`config.mk`:
```
export PLATFORM = sky130hd
export DESIGN_NAME = mpeg2_motion_vector_decoder
export DESIGN_NICKNAME = d
export VERILOG_FILES = /design/src/hw/rtl/mvd_pkg.sv /design/src/hw/rtl/mvd_pred_store.sv /design/src/hw/rtl/mvd_component_calc.sv /design/src/hw/rtl/mpeg2_motion_vector_decoder.sv
export VERILOG_INCLUDE_DIRS = /design/src /design/src/hw/rtl
export SDC_FILE = /design/constraint.sdc
export NUM_CORES = 1
export LEC_CHECK = 0
export ABC_AREA = 1
export BUFFER_PORTS_ARGS = -buffer_cell sky130_fd_sc_hd__buf_2
export CELL_PAD_IN_SITES_DETAIL_PLACEMENT = 0
export CELL_PAD_IN_SITES_GLOBAL_PLACEMENT = 1
export CORE_AREA = 2 2 151 153
export DETAILED_ROUTE_END_ITERATION = 7
export DIE_AREA = 0 0 153 155
export MAX_ROUTING_LAYER = met4
export PLACE_DENSITY = 0.75
export SYNTH_ARGS = -nofsm -noshare
export SYNTH_HDL_FRONTEND = slang
export SYNTH_SLANG_ARGS = --single-unit
```
`constraint.sdc`:
```
create_clock -name clk -period 15.9 [get_ports clk]
set_clock_uncertainty 0.2 [all_clocks]
set_input_delay 2.385 -clock clk [delete_from_list [all_inputs] [get_ports clk]]
set_output_delay 2.385 -clock clk [all_outputs]
set_load 0.02 [all_outputs]
```
`src/hw/rtl/mpeg2_motion_vector_decoder_macros.svh`:
```
// Assertion macros for the motion vector decoder.
`ifndef MPEG2_MOTION_VECTOR_DECODER_MACROS_SVH
`define MPEG2_MOTION_VECTOR_DECODER_MACROS_SVH

// Same-cycle implication, checked out of reset.
`define MVD_ASSERT_SAME(label, ante, cons, msg) \
  label: assert property (@(posedge clk) disable iff (rst) (ante) |-> (cons)) \
    else $error(msg);

// Next-cycle implication, checked out of reset.
`define MVD_ASSERT_NEXT(label, ante, cons, msg) \
  label: assert property (@(posedge clk) disable iff (rst) (ante) |=> (cons)) \
    else $error(msg);

`endif

```
`src/hw/rtl/mvd_pkg.sv`:
```
// Shared types, codes and helper functions for the motion vector decoder.
`default_nettype none

package mvd_pkg;

  localparam int unsigned VecW     = 13;  // vector component width
  localparam int unsigned RsizeW   = 4;   // r_size, 0..8
  localparam int unsigned McW      = 6;   // motion_code width
  localparam int unsigned ResidW   = 8;   // motion_residual width
  localparam int unsigned SlotW    = 3;   // predictor slot {r, s, t}
  localparam int unsigned NumSlots = 8;
  localparam int unsigned CfgIdxW  = 3;
  localparam int unsigned CfgDataW = 4;

  localparam logic [RsizeW-1:0] RsizeMax = 4'd8;

  typedef enum logic [CfgIdxW-1:0] {
    REG_FCODE_FWD_HORIZ = 3'd0,
    REG_FCODE_FWD_VERT  = 3'd1,
    REG_FCODE_BWD_HORIZ = 3'd2,
    REG_FCODE_BWD_VERT  = 3'd3,
    REG_CONCEALMENT     = 3'd4
  } cfg_reg_t;

  typedef enum logic {
    ACT_HEADER    = 1'b0,
    ACT_COMPONENT = 1'b1
  } action_t;

  typedef logic signed [VecW-1:0] vec_t;

  // Predictor store update for one cycle.
  typedef struct packed {
    logic                 clear;   // zero all predictors
    logic                 wr_en;   // write value at slot
    logic                 wr_dup;  // also write the r=1 copy
    logic [SlotW-1:0]     slot;
    vec_t                 value;
  } pred_upd_t;

  // f_code to r_size, with f_code 0 taken as 1 and above 9 as 9.
  function automatic logic [RsizeW-1:0] fcode_to_rsize(input logic [CfgDataW-1:0] fcode);
    logic [RsizeW-1:0] rs;
    if (fcode == 4'd0) begin
      rs = 4'd0;
    end else if (fcode > 4'd9) begin
      rs = RsizeMax;
    end else begin
      rs = fcode - 4'd1;
    end
    return rs;
  endfunction

endpackage

`default_nettype wire

```
`src/hw/rtl/mvd_pred_store.sv`:
```
// Eight motion vector predictors PMV[r][s][t] with clear and write-back.
`default_nettype none

module mvd_pred_store
  import mvd_pkg::*;
(
  input  wire logic             clk,
  input  wire logic             rst,
  input  wire logic [SlotW-1:0] rd_slot,
  output vec_t                  rd_value,
  input  wire pred_upd_t        upd
);

  vec_t pred [NumSlots];

  assign rd_value = pred[rd_slot];

  always_ff @(posedge clk) begin
    if (rst || upd.clear) begin
      for (int i = 0; i < NumSlots; i++) begin
        pred[i] <= '0;
      end
    end else if (upd.wr_en) begin
      pred[upd.slot] <= upd.value;
      // frame prediction: first vector also seeds the second
      if (upd.wr_dup) begin
        pred[{1'b1, upd.slot[SlotW-2:0]}] <= upd.value;
      end
    end
  end

endmodule

`default_nettype wire

```
`src/hw/rtl/mvd_component_calc.sv`:
```
// Rebuilds one vector component from its motion code and residual and wraps it.
`default_nettype none

module mvd_component_calc
  import mvd_pkg::*;
(
  input  wire logic [RsizeW-1:0]     rsize,
  input  wire logic signed [McW-1:0] mv_code,
  input  wire logic [ResidW-1:0]     motion_residual,
  input  wire vec_t                  pred,
  output vec_t                       value
);

  logic signed [McW-1:0] mc_sat;
  logic                  neg;
  logic [4:0]            mag;
  logic [3:0]            mag_m1;
  logic [11:0]           scaled;
  logic [ResidW-1:0]     res_mask;
  logic [12:0]           abs_delta;
  logic [13:0]           delta;
  logic [14:0]           sum;
  logic [14:0]           keep_mask;
  logic [3:0]            sign_pos;
  logic [14:0]           wrapped;

  always_comb begin
    if (mv_code < -6'sd16) begin
      mc_sat = -6'sd16;
    end else if (mv_code > 6'sd16) begin
      mc_sat = 6'sd16;
    end else begin
      mc_sat = mv_code;
    end
    neg = mc_sat[McW-1];
    mag = neg ? 5'(-mc_sat) : 5'(mc_sat);
    mag_m1 = 4'(mag - 5'd1);
    scaled = {8'd0, mag_m1} << rsize;
    res_mask = 8'((9'd1 << rsize) - 9'd1);
    abs_delta = 13'(scaled) + 13'(motion_residual & res_mask) + 13'd1;
    if (mag == 5'd0) begin
      delta = '0;
    end else if (neg) begin
      delta = 14'd0 - {1'b0, abs_delta};
    end else begin
      delta = {1'b0, abs_delta};
    end
    sum = {{2{pred[VecW-1]}}, pred} + {delta[13], delta};
    // reduce modulo 32f: keep r_size+5 bits and sign-extend from the top one
    keep_mask = 15'((16'd1 << (rsize + 4'd5)) - 16'd1);
    sign_pos = rsize + 4'd4;
    wrapped = sum[sign_pos] ? (sum | ~keep_mask) : (sum & keep_mask);
    value = wrapped[VecW-1:0];
  end

endmodule

`default_nettype wire

```
`src/hw/rtl/mpeg2_motion_vector_decoder.sv`:
```
// MPEG-2 motion vector decoder: input register, predictor update, result register.
// Takes one transaction per clock unless a component waits on a stalled output.
// A component transaction is computed from the input register and its result is
// loaded into the result register as it advances; a header yields none and may
// clear the eight predictors. Rate is set by the predictor loop: read, add, wrap
// and write-back all happen in the cycle between the input register and the
// result register, so the next component sees the updated predictor with no
// bubble. Configuration writes take effect at once and belong only to idle periods.
`default_nettype none

`include "mpeg2_motion_vector_decoder_macros.svh"

module mpeg2_motion_vector_decoder
  import mvd_pkg::*;
(
  input  wire logic                clk,
  input  wire logic                rst,
  input  wire logic                cfg_we,
  input  wire logic [CfgIdxW-1:0]  cfg_index,
  input  wire logic [CfgDataW-1:0] cfg_data,
  input  wire logic                s_axis_tvalid,
  output      logic                s_axis_tready,
  // new_slice, is_intra, motion_fwd, motion_bwd, addr_increment[7:0],
  // mv_code[5:0], motion_residual[7:0], vec_index, vec_dir, vec_comp, pad
  input  wire logic [31:0]         s_axis_tdata,
  // action
  input  wire logic                s_axis_tuser,
  output      logic                m_axis_tvalid,
  input  wire logic                m_axis_tready,
  // vector_value[12:0], out_index, out_dir, out_comp
  output      logic [15:0]         m_axis_tdata
);

  // configuration
  logic [RsizeW-1:0] rsize [4];
  logic              conceal;

  always_ff @(posedge clk) begin
    if (rst) begin
      for (int i = 0; i < 4; i++) begin
        rsize[i] <= '0;
      end
      conceal <= 1'b0;
    end else if (cfg_we) begin
      unique case (cfg_index)
        REG_FCODE_FWD_HORIZ: rsize[0] <= fcode_to_rsize(cfg_data);
        REG_FCODE_FWD_VERT:  rsize[1] <= fcode_to_rsize(cfg_data);
        REG_FCODE_BWD_HORIZ: rsize[2] <= fcode_to_rsize(cfg_data);
        REG_FCODE_BWD_VERT:  rsize[3] <= fcode_to_rsize(cfg_data);
        REG_CONCEALMENT:     conceal <= cfg_data[0];
        default: ;
      endcase
    end
  end

  // input register
  logic                  in_valid;
  action_t               in_action;
  logic                  in_new_slice;
  logic                  in_is_intra;
  logic                  in_motion_fwd;
  logic [7:0]            in_addr_inc;
  logic signed [McW-1:0] in_motion_code;
  logic [ResidW-1:0]     in_residual;
  logic [SlotW-1:0]      in_slot;     // {r, s, t}
  logic                  advance;
  logic                  s_accept;

  assign s_accept = s_axis_tvalid && s_axis_tready;

  always_ff @(posedge clk) begin
    if (rst) begin
      in_valid <= 1'b0;
    end else if (s_accept) begin
      in_valid <= 1'b1;
    end else if (advance) begin
      in_valid <= 1'b0;
    end
  end

  always_ff @(posedge clk) begin
    if (s_accept) begin
      in_action      <= action_t'(s_axis_tuser);
      in_new_slice   <= s_axis_tdata[0];
      in_is_intra    <= s_axis_tdata[1];
      in_motion_fwd  <= s_axis_tdata[2];
      in_addr_inc    <= s_axis_tdata[11:4];
      in_motion_code <= s_axis_tdata[17:12];
      in_residual    <= s_axis_tdata[25:18];
      in_slot        <= {s_axis_tdata[26], s_axis_tdata[27], s_axis_tdata[28]};
    end
  end

  // a header never needs the result register
  logic is_comp;
  assign is_comp = in_action == ACT_COMPONENT;
  assign advance = in_valid && (!is_comp || !m_axis_tvalid || m_axis_tready);
  assign s_axis_tready = !in_valid || advance;

  // component arithmetic
  vec_t pred_rd;
  vec_t comp_value;

  mvd_component_calc u_calc (
    .rsize           (rsize[in_slot[1:0]]),
    .mv_code         (in_motion_code),
    .motion_residual (in_residual),
    .pred            (pred_rd),
    .value           (comp_value)
  );

  logic      hdr_clear;
  pred_upd_t upd;

  assign hdr_clear = in_new_slice || (in_is_intra && !conceal)
                  || (!in_is_intra && !in_motion_fwd) || (in_addr_inc > 8'd1);

  always_comb begin
    upd.clear  = advance && !is_comp && hdr_clear;
    upd.wr_en  = advance && is_comp;
    upd.wr_dup = !in_slot[SlotW-1];
    upd.slot   = in_slot;
    upd.value  = comp_value;
  end

  mvd_pred_store u_store (
    .clk      (clk),
    .rst      (rst),
    .rd_slot  (in_slot),
    .rd_value (pred_rd),
    .upd      (upd)
  );

  // result register
  logic load_out;
  assign load_out = advance && is_comp;

  always_ff @(posedge clk) begin
    if (rst) begin
      m_axis_tvalid <= 1'b0;
    end else if (load_out) begin
      m_axis_tvalid <= 1'b1;
    end else if (m_axis_tready) begin
      m_axis_tvalid <= 1'b0;
    end
  end

  always_ff @(posedge clk) begin
    if (load_out) begin
      m_axis_tdata <= {in_slot[0], in_slot[1], in_slot[2], comp_value};
    end
  end

  `MVD_ASSERT_NEXT(a_result_matches_calc, load_out, m_axis_tdata[VecW-1:0] == $past(comp_value), "result register does not hold the computed component")
  `MVD_ASSERT_NEXT(a_header_no_result, advance && !is_comp && (!m_axis_tvalid || m_axis_tready), !m_axis_tvalid, "header transaction produced a result")
  `MVD_ASSERT_SAME(a_rsize_range, 1'b1, rsize[0] <= RsizeMax && rsize[1] <= RsizeMax && rsize[2] <= RsizeMax && rsize[3] <= RsizeMax, "r_size out of range")

endmodule

`default_nettype wire
```
==> flow_metrics.tcl, run 1 <==
set metrics [dict create \
    status "finished clean" \
    synth_edf_count 164 \
    hold_depth 2 \
    cts.sinks 170 \
    fp.dieH_um 155 \
    cp_top_family "simple AND/OR/NAND/NOR gates" \
    synth_nets 1184 \
    root_buffer "clkbuf_16" \
    holdBufCountCts 0 \
    ant_nets 0 \
    cts_tree "built" \
    peakVddDrop_mv 0.111 \
    seq_power_share 0.350 \
    die_w_um 153 \
    syn_avg_cell_area_sq_um 8.83 \
    cpMaxStageDelayCell "edfxtp_1" \
    post_cts_buffers 0 \
    gp_congestion 0.870 \
    nFillCells 2168 \
    finalSetupViolCount 0 \
    grt_antenna_before_repair 0 \
    synthCells 1105 \
    grt-ovfl-total 0 \
    end_kind "flop" \
    vias_per_cell 5.26 \
    dp_cells 1418 \
    netlist.area_leader.share 0.505 \
    p_switching_w 0.000641 \
    multi_input_area_sq_mm 0.00411 \
    coreArea_sq_mm 0.0222 \
    numCtsBuffers 17 \
    route.detailed.drc 0 \
    portBuffers 57 \
    regArea_sq_mm 0.00505 \
    antenna_cells 0 \
    p_sw_frac 0.415 \
    syn_to_final_growth_pct 11.5 \
    synthTopCellsByArea "edfxtp_1, nor2_1, nand2_1, inv_1, ha_1" \
    grt_pass1_wl_mm 39.2 \
    intPower_w 0.000902 \
    fmax_ghz 0.124 \
    rsz0062_at_grt "false" \
    clock_path_buffers 2 \
    p_per_area_mw_per_mm2 142 \
    r2r_cells 39 \
    layout_commonest_cell "nor2_1" \
    nNetsFinal 1231 \
    synthesis.area_sq_mm 0.00976 \
    place_hpwl_mm 17.4 \
    crit_fanout 19 \
    fin_crit_ns 8.07 \
    yosysTopAreaCell "edfxtp_1" \
    wirelength_mm 24.8 \
    grt_usage 0.221 \
    drtIter0Drc 594 \
    crit_cells 39 \
    critPathArrivalTime_ns 8.03 \
    routedWlPerCell_um 17.1 \
    path_class "flop to flop" \
    slew_viol_final 0 \
    cap_violations 0 \
    hold_viol_final 0 \
    grt_max_degree 61 \
    fin_tns_setup_ns 0 \
    fin_cells 1450 \
    ys_ff_latch 170 \
    row_count 55 \
    worst_slew_pin_slew_ns 1.00 \
    start_util 0.439 \
    cp_common_cell "nand2_1" \
    die_area_sq_mm 0.0237 \
    layout-drive-gt1-share 0.132 \
    slew_headroom 0.329 \
    start_kind "flop" \
    yosysSeqAreaShare 0.517 \
    cts_resized 0 \
    htree_levels 4 \
    first_pass_iters 6 \
    p_leak_nw 4.58 \
    async_flop_share 0 \
    crit_required_ns 15.87 \
    post-route-period-util 0.507 \
    power.clock.fraction 0.274 \
    comb_power_share 0.376 \
    cp_num_buf_inv 6 \
    yosysUniqueCellTypes 51 \
    vias 7631 \
    clkLatencyLatePin_ns 0.45 \
    layout_common_cells "nor2_1, nand2_1, edfxtp_1, inv_1, nand3_1" \
    ys_warn_count 0 \
    slowest_delay_ns 0.82 \
    clk_pin_slew_ns 0.08 \
    synth_ff_type "edfxtp_1" \
    grt_pass1_vias 7240 \
    ios 63 \
    hp-class "flop to flop" \
]
-- power by group through the flow --
stage               registers, W  clock network, W  logic [W]
finish                  0.000540          0.000422   0.000580
detailed placement      0.000550                 0   0.000577
CTS                     0.000540          0.000424   0.000581
global placement        0.000550                 0   0.000576
floorplan               0.000553                 0   0.000406
global route            0.000543          0.000442   0.000645
-- worst min-delay path: cells and delay by family, from the launching register on --
family | cells | cell delay (ns)
flip-flops | 1 | 0.30
AO/OA/AOI/OAI | 1 | 0.06
buffers and inverters | 1 | 0.06
-- metal layers --
| layer | GRT usage | share of wire | wire, um | vias up |
|---|---|---|---|---|
| met3 | 0.0376 | 0.057 | 1420 | 26 |
| li1 | - | - | - | 3832 |
| met5 | - | 0 | 0 | - |
| met1 | 0.297 | 0.46 | 11500 | 3541 |
| met4 | 0.0569 | 0.010 | 252 | 0 |
| met2 | 0.350 | 0.47 | 11700 | 232 |
-- flip-flops by register name (all words and copies together) (netlist names), 3 cells and up, named ones only --
signal          flops
in_addr_inc         7
in_motion_code      6
rsize              16
in_slot             3
u_store.pred      104
m_axis_tdata       16
in_residual         8
-- path summary, 6_finish.rpt --
path / slack, ns / to / startpoint
worst max register to register: 7.83 / m_axis_tdata[9] / in_motion_code[5]
worst min-delay path: 0.27 / conceal / conceal
worst min register to register: 0.27 / conceal / conceal
worst max-delay path: 7.83 / m_axis_tdata[9] / in_motion_code[5]
-- synth_stat cells, drive strengths merged, types with 6 or more instances --
cell type	number
buf	8
nor2	232
nand4	17
inv	116
a21oi	55
nor3	15
ha	32
nand3	73
xnor2	7
clkbuf	25
nand2	213
xor2	16
o21ai	73
dfxtp	6
o22ai	9
a31oi	9
edfxtp	164
-- layout make-up --
class	instances	area share
Sequential cell	170	0.464
Multi-Input combinational cell	785	0.378
Inverter	117	0.0417
Clock buffer	17	0.0391
Tap cell	285	0.0328
Timing Repair Buffer	61	0.0290
Clock inverter	15	0.0158
-- cell families after synthesis --
| logic type | after synthesis | share of synthesized area |
|---|---|---|
| fa+ha+maj | 34 | 0.0451 |
| flops | 170 | 0.517 |
| simple gates | 562 | 0.253 |
| xor+xnor | 23 | 0.0214 |
| buf+inv | 150 | 0.0623 |
| compound gates | 166 | 0.101 |
-- metrics by stage --
step	power (W)	cell area (sq um)	hold slack, ns	setup WS [ns]	util
2_1_floorplan	0.000959	9760	0.230	9.76	-
3_3_place_gp	0.00113	10300	0.252	7.96	0.463
3_5_place_dp	0.00113	10300	0.252	7.89	0.463
4_1_cts	0.00155	10900	0.262	7.85	0.490
5_1_grt	0.00163	10900	0.297	7.10	0.490
6_report	0.00154	10900	0.267	7.83	0.490
(Power assumes the default switching activity.)
==> run 2, diff against run 1 <==
CORE_AREA = 2 2 154 156   (was 2 2 151 153)
DIE_AREA = 0 0 156 158   (was 0 0 153 155)
PLACE_DENSITY = 0.76   (was 0.75)
clock period = 6.7 ns   (was 15.9 ns; I/O delays follow)
==> run 2 against run 1 <==
Against the previous run:
- first-iteration DRC count fell by 2.5%
- non-clock buffer count rose by 48
- combinational power rose to 3.1 times the previous value
- sequential power rose by 140%
- die area rose by 3.9%
- cell area rose by 7.5%
- setup slack got worse by 7.4 ns
- count of clock-buffer cells in the layout did not move
- routed wire length fell by 1.7%
- cell count rose by 3.7%
- maximum frequency rose by 29%
- power rose to 2.6 times the previous value
- largest cell class unchanged
==> flow_metrics.tcl, run 2 (same netlist as run 1, synthesis figures left out) <==
set metrics [dict create \
    status "finished clean" \
    path_class "flop to flop" \
    cp_common_cell "nand2_1" \
    vias 7847 \
    cts.sinks 170 \
    nNetsFinal 1279 \
    worstHoldStart "conceal" \
    slew_headroom 0.375 \
    worst_slew_pin_slew_ns 0.932 \
    r2r-start "in_motion_code[5]" \
    critPathArrivalTime_ns 6.22 \
    hold_depth 2 \
    start_util 0.423 \
    regMostFlops "u_store.pred" \
    root_buffer "clkbuf_16" \
    slowest_delay_ns 0.46 \
    p_leak_nw 4.91 \
    crit_required_ns 6.66 \
    grt_max_degree 53 \
    hp-class "flop to flop" \
    grt_usage 0.208 \
    slew_viol_final 0 \
    r2r-end "u_store.pred[0][1]" \
    drtIter0Drc 579 \
    layout-drive-gt1-share 0.209 \
    wirelength_mm 24.4 \
    grt_pass1_wl_mm 38.4 \
    timing.reg2reg.setup_slack_ns 0.44 \
    die_area_sq_mm 0.0246 \
    hold_end "conceal" \
    grt_pass1_vias 7264 \
    fp.dieH_um 158 \
    regArea_sq_mm 0.00505 \
    stdcell_area_sq_mm 0.0117 \
    end_kind "flop" \
    fin_crit_ns 6.26 \
    start_kind "flop" \
    syn_to_final_growth_pct 19.9 \
    largest_reg_flops 104 \
    gp_congestion 0.893 \
    crit_fanout 5 \
    clk_pin_slew_ns 0.07 \
    routedWlPerCell_um 16.2 \
    coreArea_sq_mm 0.0231 \
    grt-ovfl-total 0 \
    r2r_cells 42 \
    place_area_sq_mm 0.0106 \
    layout_commonest_cell "nor2_1" \
    cpMaxStageDelayCell "edfxtp_1" \
    post-place-ws_ns -0.0314 \
    portBuffers 57 \
    peakVddDrop_mv 0.205 \
    antenna_cells 0 \
    clkLatencyLatePin_ns 0.44 \
    nFillCells 2105 \
    numCtsBuffers 17 \
    hold_viol_final 0 \
    clock_path_buffers 2 \
    place_hpwl_mm 17.1 \
    first_pass_iters 5 \
    layout_common_cells "nor2_1, nand2_1, edfxtp_1, inv_1, nand3_1" \
    fmax_ghz 0.160 \
    top_regs "u_store.pred x104, m_axis_tdata x16, rsize x16" \
    cap_violations 0 \
    row_count 56 \
    ant_nets 0 \
    die_w_um 156 \
    htree_levels 4 \
    fin_tns_setup_ns 0 \
    multi_input_area_sq_mm 0.00444 \
    p_per_area_mw_per_mm2 346 \
    fin_ws_ns 0.439 \
    cts_tree "built" \
    finalSetupViolCount 0 \
    holdBufCountCts 0 \
    post-route-period-util 0.934 \
    vias_per_cell 5.22 \
    ios 63 \
    grt_antenna_before_repair 0 \
    route.detailed.drc 0 \
]
run 2: cell types whose count changed in the layout (fill, tap and decap cells not counted), moves of 6 or more:
| cell | delta |
|---|---|
| ha_1 | -6 |
| nand2_1 | -12 |
| nand2_2 | +11 |
| ha_4 | +6 |
| o21ai_1 | +6 |
| buf_12 | +9 |
| o21ai_0 | -9 |
| a21oi_1 | -6 |
| buf_4 | +35 |
| nand3_1 | -7 |
run 2: worst max-delay path by stage:
stage	slack (ns)	to	startpoint	cells past startpoint
finish	0.44	u_store.pred[0][1]	in_motion_code[5]	42
global route	-0.05	u_store.pred[2][1]	in_motion_code[4]	41
CTS	0.002	u_store.pred[5][12]	in_motion_code[5]	40
detailed placement	-0.03	u_store.pred[6][9]	in_motion_code[5]	42
global placement	0.02	u_store.pred[5][12]	in_motion_code[5]	40
floorplan	0.56	u_store.pred[0][9]	in_motion_code[5]	38
run 2: report_power, final:
part | internal [W] | switching, W
sequential | 0.00126 | 0.0000210
combinational | 0.000724 | 0.00108
clock | 0.000496 | 0.000469
total | 0.00248 | 0.00157
run 2: critical path: cells and delay by family, from the launching register on:
kind,cells,cell delay [ns]
AOI/OAI and AO/OA,10,1.36
and+or+nand+nor,23,2.42
buffers and inverters,5,0.53
DFF,1,0.46
adders and majority gates,4,1.00
run 2: final cells by class:
class	instances	area share
well taps	290	0.0310
clock buffers	17	0.0364
inverters	117	0.0391
flip-flops and latches	170	0.432
clock inverters	15	0.0135
repair buffers	109	0.0687
multi-input cells	785	0.380
run 2: metal layers:
| layer | routed length (um) | track usage | up-vias |
|---|---|---|---|
| met5 | 0 | - | - |
| met4 | 394 | 0.0502 | 0 |
| met3 | 1180 | 0.0271 | 31 |
| met2 | 11800 | 0.338 | 231 |
| met1 | 11000 | 0.279 | 3650 |
| li1 | - | - | 3935 |
run 2: repair_timing:
action                     CTS  global route
setup endpoints to repair   99           117
buffers inserted             0            15
cloned                       0             1
gates resized for setup      2            84
pin swaps                    0            40
run 2: per-stage QoR:
| step | util | instances | hold slack [ns] | power [W] |
|---|---|---|---|---|
| finish | 0.507 | 1503 | 0.280 | 0.00405 |
| global route | 0.507 | 1503 | 0.313 | 0.00427 |
| CTS | 0.487 | 1487 | 0.285 | 0.00389 |
| detailed placement | 0.462 | 1455 | 0.275 | 0.00293 |
| global placement | 0.462 | 1455 | 0.261 | 0.00293 |
| floorplan | - | 1105 | 0.230 | 0.00228 |
==> run 3, diff against run 2 <==
CORE_AREA = 5 5 157 159   (was 2 2 154 156)
DIE_AREA = 0 0 162 164   (was 0 0 156 158)
==> run 3 against run 2 <==
Against the previous run:
- sequential cell count did not move
- maximum frequency fell by 1.5%
- via count fell by 1.1%
- critical path type unchanged
- critical endpoint is now u_store.pred[1][1]
- largest cell class unchanged
==> flow_metrics.tcl, run 3 (same netlist as run 1, synthesis figures left out) <==
set metrics [dict create \
    status "finished clean" \
    die_w_um 162 \
    nNetsFinal 1277 \
    p_per_area_mw_per_mm2 349 \
    grt_antenna_before_repair 0 \
    grt_pass1_wl_mm 38.0 \
    crit_required_ns 6.65 \
    nFillCells 2179 \
    htree_levels 4 \
    cp_num_buf_inv 3 \
    wirelength_mm 24.4 \
    critPathArrivalTime_ns 6.30 \
    slew_headroom 0.386 \
    clk_pin_slew_ns 0.07 \
    syn_to_final_growth_pct 19.5 \
    drtIter0Drc 658 \
    p_leak_nw 4.88 \
    holdBufCountCts 0 \
    row_count 56 \
    numCtsBuffers 17 \
    fin_ws_ns 0.347 \
    vias_per_cell 5.17 \
    cap_violations 0 \
    hold_viol_final 0 \
    coreArea_sq_mm 0.0231 \
    cpMaxStageDelayCell "edfxtp_1" \
    power.clock.fraction 0.239 \
    dp_cells 1456 \
    vias 7758 \
    portBuffers 57 \
    regMostFlops "u_store.pred" \
    place_hpwl_mm 17.1 \
    layout-drive-gt1-share 0.216 \
    routedWlPerCell_um 16.3 \
    intPower_w 0.00249 \
    start_kind "flop" \
    grt_max_degree 53 \
    slowest_delay_ns 0.46 \
    slew_viol_final 0 \
    cp_top_family "simple AND/OR/NAND/NOR gates" \
    p_sw_frac 0.387 \
    start_util 0.422 \
    power.total_w 0.00406 \
    peakVddDrop_mv 0.220 \
    ant_nets 0 \
    top_regs "u_store.pred x104, m_axis_tdata x16, rsize x16" \
    fmax_ghz 0.157 \
    end_kind "flop" \
    grt_usage 0.186 \
    stdcell_area_sq_mm 0.0117 \
    antenna_cells 0 \
    cts_tree "built" \
    layout_commonest_cell "nor2_1" \
    grt_pass1_vias 7212 \
    fin_crit_ns 6.35 \
    cp_common_cell "nand2_2" \
    root_buffer "clkbuf_16" \
    die_area_sq_mm 0.0266 \
    route.detailed.drc 0 \
    post-place-ws_ns -0.0124 \
    place_area_sq_mm 0.0106 \
    fp.dieH_um 164 \
    fin_cells 1500 \
    layout_common_cells "nor2_1, nand2_1, edfxtp_1, inv_1, nand3_1" \
    largest_reg_flops 104 \
    gp_congestion 0.872 \
    crit_fanout 5 \
    seq_power_share 0.315 \
    first_pass_iters 5 \
    worst_slew_pin_slew_ns 0.915 \
    post-route-util 0.504 \
    finalSetupViolCount 0 \
    clkLatencyLatePin_ns 0.42 \
    grt-ovfl-total 0 \
    comb_power_share 0.445 \
    hp-class "flop to flop" \
    clock_path_buffers 2 \
    cts.sinks 170 \
    p_switching_w 0.00157 \
    path_class "flop to flop" \
    post-route-period-util 0.948 \
    ios 63 \
]
==> run 3: changes by cell type in the layout (fill, tap and decap cells not counted), moves of 3 or more <==
cell,before,now
a21oi_2,7,12
nand2_1,188,183
ha_2,0,3
clkinv_4,5,0
nand2_2,16,21
a21oi_1,45,41
inv_6,2,6
==> run 3: tightest hold or removal path, delay by kind of cell, from the launching register on <==
family                 cells  cell delay (ns)
buffers and inverters      1             0.07
flip-flops                 1             0.30
AO/OA/AOI/OAI              1             0.06
==> run 3: stage by stage <==
| step | hold WS [ns] | TNS [ns] |
|---|---|---|
| 6_report | 0.273 | 0 |
| 5_1_grt | 0.310 | -0.420 |
| 4_1_cts | 0.281 | 0 |
| 3_5_place_dp | 0.271 | -0.0346 |
| 3_3_place_gp | 0.261 | 0 |
| 2_1_floorplan | 0.230 | 0 |
==> run 3: final timing paths <==
| path | from | end | slack (ns) | depth (start not counted) |
|---|---|---|---|---|
| worst max register to register | in_motion_code[5] | u_store.pred[1][1] | 0.35 | 37 |
| worst max-delay path | in_motion_code[5] | u_store.pred[1][1] | 0.35 | 37 |
| worst min register to register | conceal | conceal | 0.27 | 2 |
| worst min-delay path | conceal | conceal | 0.27 | 2 |
==> run 3: final cells by class <==
cell class	count	area (sq um)	area share
Sequential cell	170	5050	0.433
Multi-Input combinational cell	785	4440	0.381
Timing Repair Buffer	107	772	0.0662
Inverter	117	459	0.0394
Clock buffer	17	425	0.0365
Tap cell	290	363	0.0311
Clock inverter	14	154	0.0132
==> run 3: repair_timing <==
item	in CTS	in global routing
pin swaps	0	38
endpoints found under the setup margin	99	117
buffers inserted	0	12
resized for setup	2	89
cloned	0	1
==> run 3: layer usage <==
| metal | GRT usage | vias up | share of wire |
|---|---|---|---|
| met2 | 0.295 | 184 | 0.48 |
| met5 | - | - | 0 |
| met1 | 0.257 | 3626 | 0.47 |
| met3 | 0.0248 | 25 | 0.039 |
| li1 | - | 3923 | - |
| met4 | 0.0454 | 0 | 0.016 |
==> run 3: power by group through the flow <==
stage               clock network [W]  registers [W]  logic, W
global route                  0.00104        0.00129   0.00196
CTS                          0.000993        0.00128   0.00162
detailed placement                  0        0.00131   0.00162
finish                       0.000973        0.00128   0.00181
global placement                    0        0.00130   0.00161
floorplan                           0        0.00131  0.000964
